File: config.mk
export PLATFORM = sky130hd
export DESIGN_NAME = fixed_point_biquad_iir
export DESIGN_NICKNAME = d
export VERILOG_FILES = /design/src/hdl/bqd_pkg.sv /design/src/hdl/bqd_cfg_regs.sv /design/src/hdl/bqd_datapath.sv /design/src/hdl/fixed_point_biquad_iir.sv
export SDC_FILE = /design/constraint.sdc
export NUM_CORES = 2
export LEC_CHECK = 0
export ABC_AREA = 0
export ABC_CLOCK_PERIOD_IN_PS = 16000
export BUFFER_PORTS_ARGS = -buffer_cell sky130_fd_sc_hd__buf_2
export CAP_MARGIN = 0
export CORE_ASPECT_RATIO = 0.5
export CORE_UTILIZATION = 43
export DETAILED_ROUTE_END_ITERATION = 12
export HOLD_SLACK_MARGIN = 0.03
export PLACE_DENSITY = 0.59
export SLEW_MARGIN = 25
export SYNTH_ARGS = -nofsm -noshare
export SYNTH_HDL_FRONTEND = slang
export SYNTH_SLANG_ARGS = --single-unit
File: constraint.sdc
create_clock -name aclk -period 16 [get_ports aclk]
set_input_delay 2.4 -clock aclk [delete_from_list [all_inputs] [get_ports aclk]]
set_output_delay 2.4 -clock aclk [all_outputs]
set_load 0.02 [all_outputs]
File: src/hdl/bqd_pkg.sv
`default_nettype none

package bqd_pkg;

    localparam int SAMPLE_W = 16;
    localparam int COEF_W   = 16;
    localparam int NUM_COEFS = 5;

    // APB register map, one 32-bit word per coefficient
    localparam int APB_DATA_W = 32;
    localparam int APB_ADDR_W = 5;
    localparam int REG_IDX_W  = 3;

    localparam logic [REG_IDX_W-1:0] REG_B0 = 3'd0;
    localparam logic [REG_IDX_W-1:0] REG_B1 = 3'd1;
    localparam logic [REG_IDX_W-1:0] REG_B2 = 3'd2;
    localparam logic [REG_IDX_W-1:0] REG_A1 = 3'd3;
    localparam logic [REG_IDX_W-1:0] REG_A2 = 3'd4;

    // product and accumulator widths
    localparam int PROD_W = COEF_W + SAMPLE_W;
    localparam int SHIFT_Q14 = 14;
    localparam int SHIFT_Q15 = 15;
    localparam int SUM_W = PROD_W - SHIFT_Q14 + 3;

    localparam logic OP_FILTER = 1'b0;
    localparam logic OP_CLEAR  = 1'b1;

    typedef logic signed [SAMPLE_W-1:0] sample_t;
    typedef logic signed [COEF_W-1:0]   coef_t;

    typedef struct packed {
        logic    opcode;
        sample_t sample_in;
    } bqd_in_t;

    typedef struct packed {
        sample_t sample_out;
        logic    overflow;
    } bqd_out_t;

    typedef struct packed {
        coef_t b0;
        coef_t b1;
        coef_t b2;
        coef_t a1;
        coef_t a2;
    } bqd_coefs_t;

endpackage

`default_nettype wire

File: src/hdl/bqd_cfg_regs.sv
`default_nettype none

module bqd_cfg_regs (
    input  wire logic                             aclk,
    input  wire logic                             aresetn,
    input  wire logic                             psel,
    input  wire logic                             penable,
    input  wire logic                             pwrite,
    input  wire logic [bqd_pkg::APB_ADDR_W-1:0]   paddr,
    input  wire logic [bqd_pkg::APB_DATA_W-1:0]   pwdata,
    output logic      [bqd_pkg::APB_DATA_W-1:0]   prdata,
    output logic                                  pready,
    output bqd_pkg::bqd_coefs_t                   coefs
);
    import bqd_pkg::*;

    bqd_coefs_t             coefs_reg;
    logic [REG_IDX_W-1:0]   reg_idx;
    logic                   wr_en;
    coef_t                  wr_val;
    coef_t                  rd_val;

    assign pready  = 1'b1;
    assign reg_idx = paddr[APB_ADDR_W-1:2];
    assign wr_en   = psel & penable & pwrite;
    assign wr_val  = coef_t'(pwdata[COEF_W-1:0]);

    always_ff @(posedge aclk) begin
        if (!aresetn) begin
            coefs_reg <= '0;
        end else if (wr_en) begin
            unique case (reg_idx)
                REG_B0:  coefs_reg.b0 <= wr_val;
                REG_B1:  coefs_reg.b1 <= wr_val;
                REG_B2:  coefs_reg.b2 <= wr_val;
                REG_A1:  coefs_reg.a1 <= wr_val;
                REG_A2:  coefs_reg.a2 <= wr_val;
                default: ;
            endcase
        end
    end

    always_comb begin
        unique case (reg_idx)
            REG_B0:  rd_val = coefs_reg.b0;
            REG_B1:  rd_val = coefs_reg.b1;
            REG_B2:  rd_val = coefs_reg.b2;
            REG_A1:  rd_val = coefs_reg.a1;
            REG_A2:  rd_val = coefs_reg.a2;
            default: rd_val = '0;
        endcase
    end

    assign prdata = {{(APB_DATA_W-COEF_W){1'b0}}, rd_val};
    assign coefs  = coefs_reg;

endmodule

`default_nettype wire

File: src/hdl/bqd_datapath.sv
`default_nettype none

module bqd_datapath (
    input  wire logic                 aclk,
    input  wire logic                 aresetn,
    input  wire logic                 item_en,
    input  wire bqd_pkg::bqd_in_t     item_in,
    input  wire bqd_pkg::bqd_coefs_t  coefs,
    output bqd_pkg::bqd_out_t         result
);
    import bqd_pkg::*;

    sample_t x1_reg, x2_reg, y1_reg, y2_reg;
    sample_t x;
    sample_t y;

    logic signed [PROD_W-1:0] p_b0, p_b1, p_b2, p_a1, p_a2;
    logic signed [SUM_W-1:0]  t_b0, t_b1, t_b2, t_a1, t_a2;
    logic signed [SUM_W-1:0]  sum;
    logic [SUM_W-SAMPLE_W:0]  sum_hi;
    logic                     ovf;
    logic                     is_clear;

    assign x        = item_in.sample_in;
    assign is_clear = (item_in.opcode == OP_CLEAR);

    assign p_b0 = coefs.b0 * x;
    assign p_b1 = coefs.b1 * x1_reg;
    assign p_b2 = coefs.b2 * x2_reg;
    assign p_a1 = coefs.a1 * y1_reg;
    assign p_a2 = coefs.a2 * y2_reg;

    // arithmetic shift = take the upper bits, then sign extend
    assign t_b0 = SUM_W'(signed'(p_b0[PROD_W-1:SHIFT_Q15]));
    assign t_b1 = SUM_W'(signed'(p_b1[PROD_W-1:SHIFT_Q14]));
    assign t_b2 = SUM_W'(signed'(p_b2[PROD_W-1:SHIFT_Q15]));
    assign t_a1 = SUM_W'(signed'(p_a1[PROD_W-1:SHIFT_Q14]));
    assign t_a2 = SUM_W'(signed'(p_a2[PROD_W-1:SHIFT_Q15]));

    assign sum = t_b0 + t_b1 + t_b2 - t_a1 - t_a2;
    assign y   = sample_t'(sum[SAMPLE_W-1:0]);

    // wrapped when the bits above the sample are not all copies of its sign
    assign sum_hi = sum[SUM_W-1:SAMPLE_W-1];
    assign ovf    = !((&sum_hi) || !(|sum_hi));

    always_ff @(posedge aclk) begin
        if (!aresetn) begin
            x1_reg <= '0;
            x2_reg <= '0;
            y1_reg <= '0;
            y2_reg <= '0;
        end else if (item_en) begin
            if (is_clear) begin
                x1_reg <= '0;
                x2_reg <= '0;
                y1_reg <= '0;
                y2_reg <= '0;
            end else begin
                x1_reg <= x;
                x2_reg <= x1_reg;
                y1_reg <= y;
                y2_reg <= y1_reg;
            end
        end
    end

    always_comb begin
        if (is_clear) begin
            result.sample_out = '0;
            result.overflow   = 1'b0;
        end else begin
            result.sample_out = y;
            result.overflow   = ovf;
        end
    end

endmodule

`default_nettype wire

File: src/hdl/fixed_point_biquad_iir.sv
// Second-order direct form I IIR section on signed 16-bit samples.
// Input channel s_valid/s_ready/s_data: opcode 0 filters sample_in,
// opcode 1 clears the four history registers and yields a zero result.
// Result channel m_valid/m_ready/m_data: sample_out (wrapped to 16 bits)
// and overflow, one result per input transfer, in order.
// Coefficients b0, b1, b2, a1, a2 sit on the APB port at byte addresses
// 0x00..0x10 (low 16 bits, two's complement); write them only while idle.
// m_valid rises in the cycle after the input transfer.
// Throughput: one sample per cycle unless the receiver stalls. The five
// products and the sum are combinational from the input and the history,
// as each output feeds the next sample; the result lands in the output register.
// A stalled receiver holds m_data; s_ready stays high while the output
// register is empty or is being emptied in the same cycle, so the block
// takes a new sample in the cycle its previous result is taken.
// Reset (aresetn low, synchronous) clears the coefficients, the history
// and the output valid flag.
`default_nettype none

module fixed_point_biquad_iir (
    input  wire logic                             aclk,
    input  wire logic                             aresetn,
    input  wire logic                             s_valid,
    output logic                                  s_ready,
    input  wire bqd_pkg::bqd_in_t                 s_data,
    output logic                                  m_valid,
    input  wire logic                             m_ready,
    output bqd_pkg::bqd_out_t                     m_data,
    input  wire logic                             psel,
    input  wire logic                             penable,
    input  wire logic                             pwrite,
    input  wire logic [bqd_pkg::APB_ADDR_W-1:0]   paddr,
    input  wire logic [bqd_pkg::APB_DATA_W-1:0]   pwdata,
    output logic      [bqd_pkg::APB_DATA_W-1:0]   prdata,
    output logic                                  pready
);
    import bqd_pkg::*;

    bqd_coefs_t coefs;
    bqd_out_t   result;
    bqd_out_t   m_data_reg;
    logic       m_valid_reg;
    logic       s_xfer;

    assign s_ready = !m_valid_reg || m_ready;
    assign s_xfer  = s_valid && s_ready;

    bqd_cfg_regs u_cfg (
        .aclk    (aclk),
        .aresetn (aresetn),
        .psel    (psel),
        .penable (penable),
        .pwrite  (pwrite),
        .paddr   (paddr),
        .pwdata  (pwdata),
        .prdata  (prdata),
        .pready  (pready),
        .coefs   (coefs)
    );

    bqd_datapath u_dp (
        .aclk    (aclk),
        .aresetn (aresetn),
        .item_en (s_xfer),
        .item_in (s_data),
        .coefs   (coefs),
        .result  (result)
    );

    always_ff @(posedge aclk) begin
        if (!aresetn) begin
            m_valid_reg <= 1'b0;
        end else if (s_xfer) begin
            m_valid_reg <= 1'b1;
        end else if (m_ready) begin
            m_valid_reg <= 1'b0;
        end
    end

    always_ff @(posedge aclk) begin
        if (s_xfer) begin
            m_data_reg <= result;
        end
    end

    assign m_valid = m_valid_reg;
    assign m_data  = m_data_reg;

endmodule

`default_nettype wire

---- After elaboration in Yosys (flattened, before gate mapping) ----
Cells that the tools add are included.
operators by class
  add/subtract/negate cells ............... 4
  multiply operators ...................... 5
  eq/ne operators ......................... 4
  multiplexer cells ....................... 7
  bitwise logic cells ..................... 2
  reduce and logical (&&, ||, !) cells .... 15
operators by type and width
  cell                                                  number
  multiplier 16 x 16 -> 32 bit                          5
  case mux 16 bit (5 select lines)                      1
  two-way mux 16 bit                                    4
  subtractor 21 x 17 -> 21 bit                          1
  subtractor 21 x 18 -> 21 bit                          1
  adder 19 x 17 -> 20 bit                               1
  adder 17 x 18 -> 19 bit                               1
  AND reduction 2 bit                                   5
  equality test 3 x 2 -> 1 bit (second input constant)  2
  AND reduction 6 bit                                   1
  OR reduction 6 bit                                    1
  equality test 3 x 1 -> 1 bit (second input constant)  1
  equality test 3 bit (second input constant)           1
  zero test 1 bit                                       3
  zero test 3 bit                                       1
  bitwise AND 1 bit                                     2
  logical OR 1 bit                                      2
  two-way mux 1 bit                                     2
  nonzero test 2 bit                                    1
  logical AND 1 bit                                     1
word-level totals
  register bits after elaboration ......... 162
  word-level logic and storage cells ...... 49

---- Logic depth before layout (Yosys ltp) ----
  depth after elaboration ................. 9
  gate-level depth with buffers ........... 49
  gate-level depth less buffers ........... 47

---- Hierarchy ----
From an unflattened synthesis, not the netlist that was laid out.
unflattened totals
  cell total of the unflattened synthesis .. 6,104
  area, all modules ....................... 56,191.4 µm²
by module, submodules not included
  module                  times used  cells an instance  area an instance (µm²)  seq. area each (µm²)
  bqd_datapath            1           5,700              51,882.3                1,281.2
  bqd_cfg_regs            1           382                3,741.1                 1,601.5
  fixed_point_biquad_iir  1           22                 568.0                   530.5

---- Worst setup path after synthesis ----
OpenSTA, ideal clock, no wires.
  path kind ............................... input-to-reg
  start point ............................. in s_data[1] (netlist name)
  end point ............................... reg m_data_reg, in the netlist m_data[0], data pin
  library setup time ...................... 0.266 ns
  data arrival time ....................... 12.207 ns
  slack ................................... 3.527 ns
  stages on the path ...................... 42
  cell sequence ........................... clkbuf_1 -> nand2_1 -> fa_1 -> fa_1 -> fa_1 -> inv_1 -> fa_1 -> fa_1 -> inv_1 -> fa_1 -> inv_1 -> ha_1 -> a21oi_1 -> o21ai_0 -> o41ai_1 -> nand3_1 -> o31ai_1 -> a21boi_0 -> [6 not listed] -> a21o_1 -> a21o_1 -> a21oi_1 -> nor2_1 -> a21oi_1 -> o21ai_0 -> o21a_1 -> or3_1 -> o21ai_0 -> fa_1 -> inv_1 -> ha_1 -> and2_1 -> a311oi_1 -> nor2_1 -> or4_1 -> nor4_1 -> a211oi_1
between the ends
  word-level cells in the longest chain between the ends .. 9
RTL lines
  what                              RTL line                      RTL
  start: declaration                fixed_point_biquad_iir.sv:24  input wire bqd_pkg::bqd_in_t s_data,
  multiplier 16 x 16 -> 32 bit (*)  bqd_datapath.sv:27            assign p_b0 = coefs.b0 * x;
  adder 17 x 18 -> 19 bit (*)       bqd_datapath.sv:40            assign sum = t_b0 + t_b1 + t_b2 - t_a1 - t_a2;
  adder 19 x 17 -> 20 bit (*)       bqd_datapath.sv:40
  subtractor 21 x 18 -> 21 bit (*)  bqd_datapath.sv:40
  subtractor 21 x 17 -> 21 bit (*)  bqd_datapath.sv:40
  OR reduction 6 bit                bqd_datapath.sv:45            assign ovf = !((&sum_hi) || !(|sum_hi));
  zero test 1 bit                   bqd_datapath.sv:45
  logical OR 1 bit (*)              bqd_datapath.sv:45
  zero test 1 bit (*)               bqd_datapath.sv:45
  end signal: assignment            fixed_point_biquad_iir.sv:81  m_data_reg <= result;
  end: declaration                  fixed_point_biquad_iir.sv:40  bqd_out_t m_data_reg;
Mark *: on every way between the ends. The rest lies on a longest branch, timed or not.
A chain may end at the register's enable or synchronous reset.

---- Final worst setup path ----
  start point ............................. in s_data[7] (netlist name)
  end point ............................... reg m_data_reg, in the netlist m_data[0], data pin
The elaborated chain is that of the path after synthesis.

==> summary.txt <==
Synth
  • Count of flip-flops with a built-in enable after synthesis: 17
  • Mean cell area of the mapped netlist: 9.01 um^2
  • Total of flip-flops plus latches after synthesis: approximately 160
  • Cells after Synth: 6250
  • Area of the mapped netlist: 0.0563 mm^2
  • Most instantiated flip-flop cell in the synthesis netlist: sky130_fd_sc_hd__dfxtp_1
  • Async SR Flop Fraction: 0%
  • Share of synthesized area occupied by flip-flops and latches: ~6%
  • Number of distinct library cells after synthesis: 71
  • Yosys Warn Count: 0

Power and ir drop
  • Internal power of the cells: around 1.0 mW
  • Fraction of power spent switching nets: 48.7%
  • Highest ir drop seen on vdd: slightly below 0.07 mV
  • Part of the power in combinational logic: roughly half
  • PD cells: 34.8 mW/mm^2
  • Sequential cell fraction of total power: about 29%
  • Fraction of power consumed by the clock network: 22.6%
  • Leakage power: roughly 28 nW
  • Tot Pwr: 2.05 mW
  • Switching power total: 0.998 mW

Die
  • Top-level port count: 113
  • Core area: 0.129 mm^2
  • Die ar.: 0.132 mm^2
  • Die Height: 258 um
  • Effective utilization at floorplan: 43.6%
  • Number of rows created at floorplan: between 90 and 100
  • Width of the die: 514 um

Final layout
  • Core occupancy in the finished layout: 45.5%
  • Layout Nets: 7951
  • Number of flip-flops in the largest register: 80
  • Fraction of layout cells with a size suffix above 1: 3.23%
  • Post-route cell area: between 0.05 and 0.06 mm^2
  • Synthesis-to-layout area growth: 4.56%
  • Post-route insts no fill: 7885

Routing
  • Number of vias per cell: 5.07
  • Antenna-violating nets left: 0
  • 1st-pass router iterations: 6
  • Mean routed wirelength per cell: 18.9 um
  • DRC errors left: 0
  • Drt first-iter violations: 2934
  • Vias after detailed routing: 40000
  • Detailed-route wire length: 149 mm

Job
  • Total of max-cap violations: 0

STA
  • Final worst path period share: 84.7%
  • Setup repair after global routing missed its margin: no
  • Count of endpoints failing setup in the final report: 0
  • Worst-Margin Slew: 1.19 ns
  • Relative slew slack: 20.2%
  • Final worst clock skew: 0.0159 ns
  • Worst-case hold slack: approximately 0.48 ns
  • Post-layout minimum cycle time: approximately 14 ns
  • Post-Route Setup TNS: 0 ns
  • Total count of max-transition violations in the final report: 0
  • PnR worst setup slack: 2.44 ns
  • Achievable frequency: 73.7 MHz
  • Count of endpoints failing hold in the final timing report: 0

Global route
  • Antenna violations before repair: 5
  • Residual overflow from global routing: 0
  • First-pass GRT wire length: ~240 mm
  • GR Util All Layers: between 20% and 30%
  • Via count of the first global-routing pass: 44400
  • Largest net degree at the start of global routing: 131

Clock tree
  • Buffers from clock root to sink, at most: 2
  • Hold_buf cts: 0
  • Clock Latency Late Sink: 0.50 ns
  • TritonCTS Buffers: 17
  • Buffers inserted during post-CTS setup optimization: 0
  • Clk sink count: approximately 160
  • Clk Tree Root Cell: sky130_fd_sc_hd__clkbuf_16
  • Post-cts gate resize count: 0
  • Clock H-tree levels: 4
  • CTS tree: done
  • Clock input transition at the sequential cells of the worst setup and hold paths: 0.09 ns

Placement
  • Detailed-placement wirelength estimate: 121 mm
  • Placed cell area: ~0.058 mm^2
  • Number of buffers inserted by port buffering: 77
  • Gp weighted congestion: ~0.95
  • Count of placed standard cells including taps: approximately 7900
  • Dpl ws: 2.08 ns

Worst setup path
  • Worst Path Class, Setup: primary input to flop
  • Crit path max fanout: 17
  • Worst-case register-to-register setup slack: 3.35 ns
  • Worst setup SP type: primary input
  • Nature of the critical path endpoint: flop
  • Slowest-stage cell, CP: sky130_fd_sc_hd__o31ai_1
  • WP data required: roughly 16 ns
  • Cell type with the highest occurrence count on the critical path: sky130_fd_sc_hd__fa_1
  • Worst stage delay on the critical path: 0.73 ns
  • Signal arrival time at the worst endpoint: 13.77 ns

Hold path
  • Class of the worst hold path: flop to flop

Status
  • Result of the run: finished clean
-- power groups by stage --
stage          logic [mW]  clock network (mW)  registers (mW)
4_1_cts             0.987               0.472           0.595
2_1_floorplan       0.731                   0           0.520
3_5_place_dp        0.979                   0           0.605
5_1_grt              1.10               0.486           0.608
6_report            0.984               0.462           0.602
3_3_place_gp        0.956                   0           0.601
-- cell usage in the layout, fill, tap and decap left out, types with 10 or more instances in the layout --
master                         n
sky130_fd_sc_hd__conb_1       17
sky130_fd_sc_hd__edfxtp_1     17
sky130_fd_sc_hd__o21bai_1     13
sky130_fd_sc_hd__clkbuf_16    17
sky130_fd_sc_hd__mux2i_1      25
sky130_fd_sc_hd__a21oi_1      89
sky130_fd_sc_hd__buf_2        76
sky130_fd_sc_hd__nor2b_1      27
sky130_fd_sc_hd__a22oi_1      15
sky130_fd_sc_hd__nand3_1      17
sky130_fd_sc_hd__ha_1        433
sky130_fd_sc_hd__o22ai_1      17
sky130_fd_sc_hd__xor2_1       53
sky130_fd_sc_hd__a21boi_0    136
sky130_fd_sc_hd__and2_1      565
sky130_fd_sc_hd__inv_1      1564
sky130_fd_sc_hd__nand3b_1     46
sky130_fd_sc_hd__o21ai_0      44
sky130_fd_sc_hd__nand2b_1     48
sky130_fd_sc_hd__nor2_1      127
sky130_fd_sc_hd__dfxtp_1     143
sky130_fd_sc_hd__and3_1       14
sky130_fd_sc_hd__fa_1       1344
sky130_fd_sc_hd__o211ai_1     10
sky130_fd_sc_hd__xnor2_1      99
sky130_fd_sc_hd__nor3_1       30
sky130_fd_sc_hd__o21a_1       16
sky130_fd_sc_hd__a211oi_1     11
sky130_fd_sc_hd__a31oi_1      10
sky130_fd_sc_hd__a21o_1       41
sky130_fd_sc_hd__buf_4        60
sky130_fd_sc_hd__nand4_1      15
sky130_fd_sc_hd__nand2_1     892
-- kinds of logic (layout without fill, tap and decap cells) --
kind of cell / after synthesis / after routing / synth area share (%)
AO/OA/AOI/OAI: 439 / 439 / 5.35
XOR/XNOR: 158 / 158 / 2.46
adder cells (fa/ha/maj): 1777 / 1777 / 57.4
buffers and inverters: 1873 / 1734 / 12.6
flip-flops: 162 / 162 / 6.06
multiplexers: 25 / 25 / 0.444
other: 2 / 19 / 0.0133
AND/OR/NAND/NOR: 1814 / 1814 / 15.7
-- final cells by class --
type                       count  area (um^2)
multi-input combinational   4230        45900
fill                       12500        70400
timing repair buffer         137          842
antenna                        2         5.00
clock buffer                  17          425
tap                         1757         2200
inverter                    1565         5870
clock inverter                15          199
sequential                   162         3420
-- path summary, 6_finish.rpt --
path,start,cells past startpoint,end
max,s_data[7],42,m_data[0]$_SDFFCE_PP0P_
min,u_dp.x1_reg[13]$_SDFFE_PN0P_,2,u_dp.x1_reg[13]$_SDFFE_PN0P_
max reg2reg,u_cfg.coefs[41]$_SDFFE_PN0P_,43,m_data[0]$_SDFFCE_PP0P_
min reg2reg,u_dp.x1_reg[13]$_SDFFE_PN0P_,2,u_dp.x1_reg[13]$_SDFFE_PN0P_
-- critical path: cells and delay by family --
family / cells / cell delay [ns]
and+or+nand+nor: 11 / 2.18
xor gates and xnor gates: 1 / 0.24
adders and majority gates: 11 / 4.84
AOI/OAI and AO/OA: 14 / 3.43
buffers and inverters: 5 / 0.67
-- synthesized netlist by cell type, drive strengths merged, types with 10 or more instances --
library cell	n	area [um^2]
clkbuf	284	1070
o21a	16	120
mux2i	25	250
nor2	127	477
nor3	31	155
a21o	41	308
and2	566	3540
fa	1344	26900
ha	433	5420
and3	14	87.6
nand2	893	3350
dfxtp	145	2900
o21ai	47	239
edfxtp	17	510
a211oi	11	82.6
xnor2	101	885
nand3b	46	345
nand3	17	85.1
a21boi	136	1020
nor2b	27	169
a31oi	10	62.6
a21oi	89	445
nand2b	48	300
buf	24	154
o21bai	13	97.6
inv	1565	5870
a22oi	15	113
o22ai	17	106
nand4	15	93.8
xor2	57	499
o211ai	10	75.1
-- layer usage --
layer	wire [um]	vias to the layer above	global-route usage, %
met2	68500	1146	38.6
li1	-	17900	-
met5	0	-	0
met3	11300	166	4.37
met4	3810	0	5.83
met1	65300	20800	32.9
Note: power is estimated with default switching activity, not from simulation.
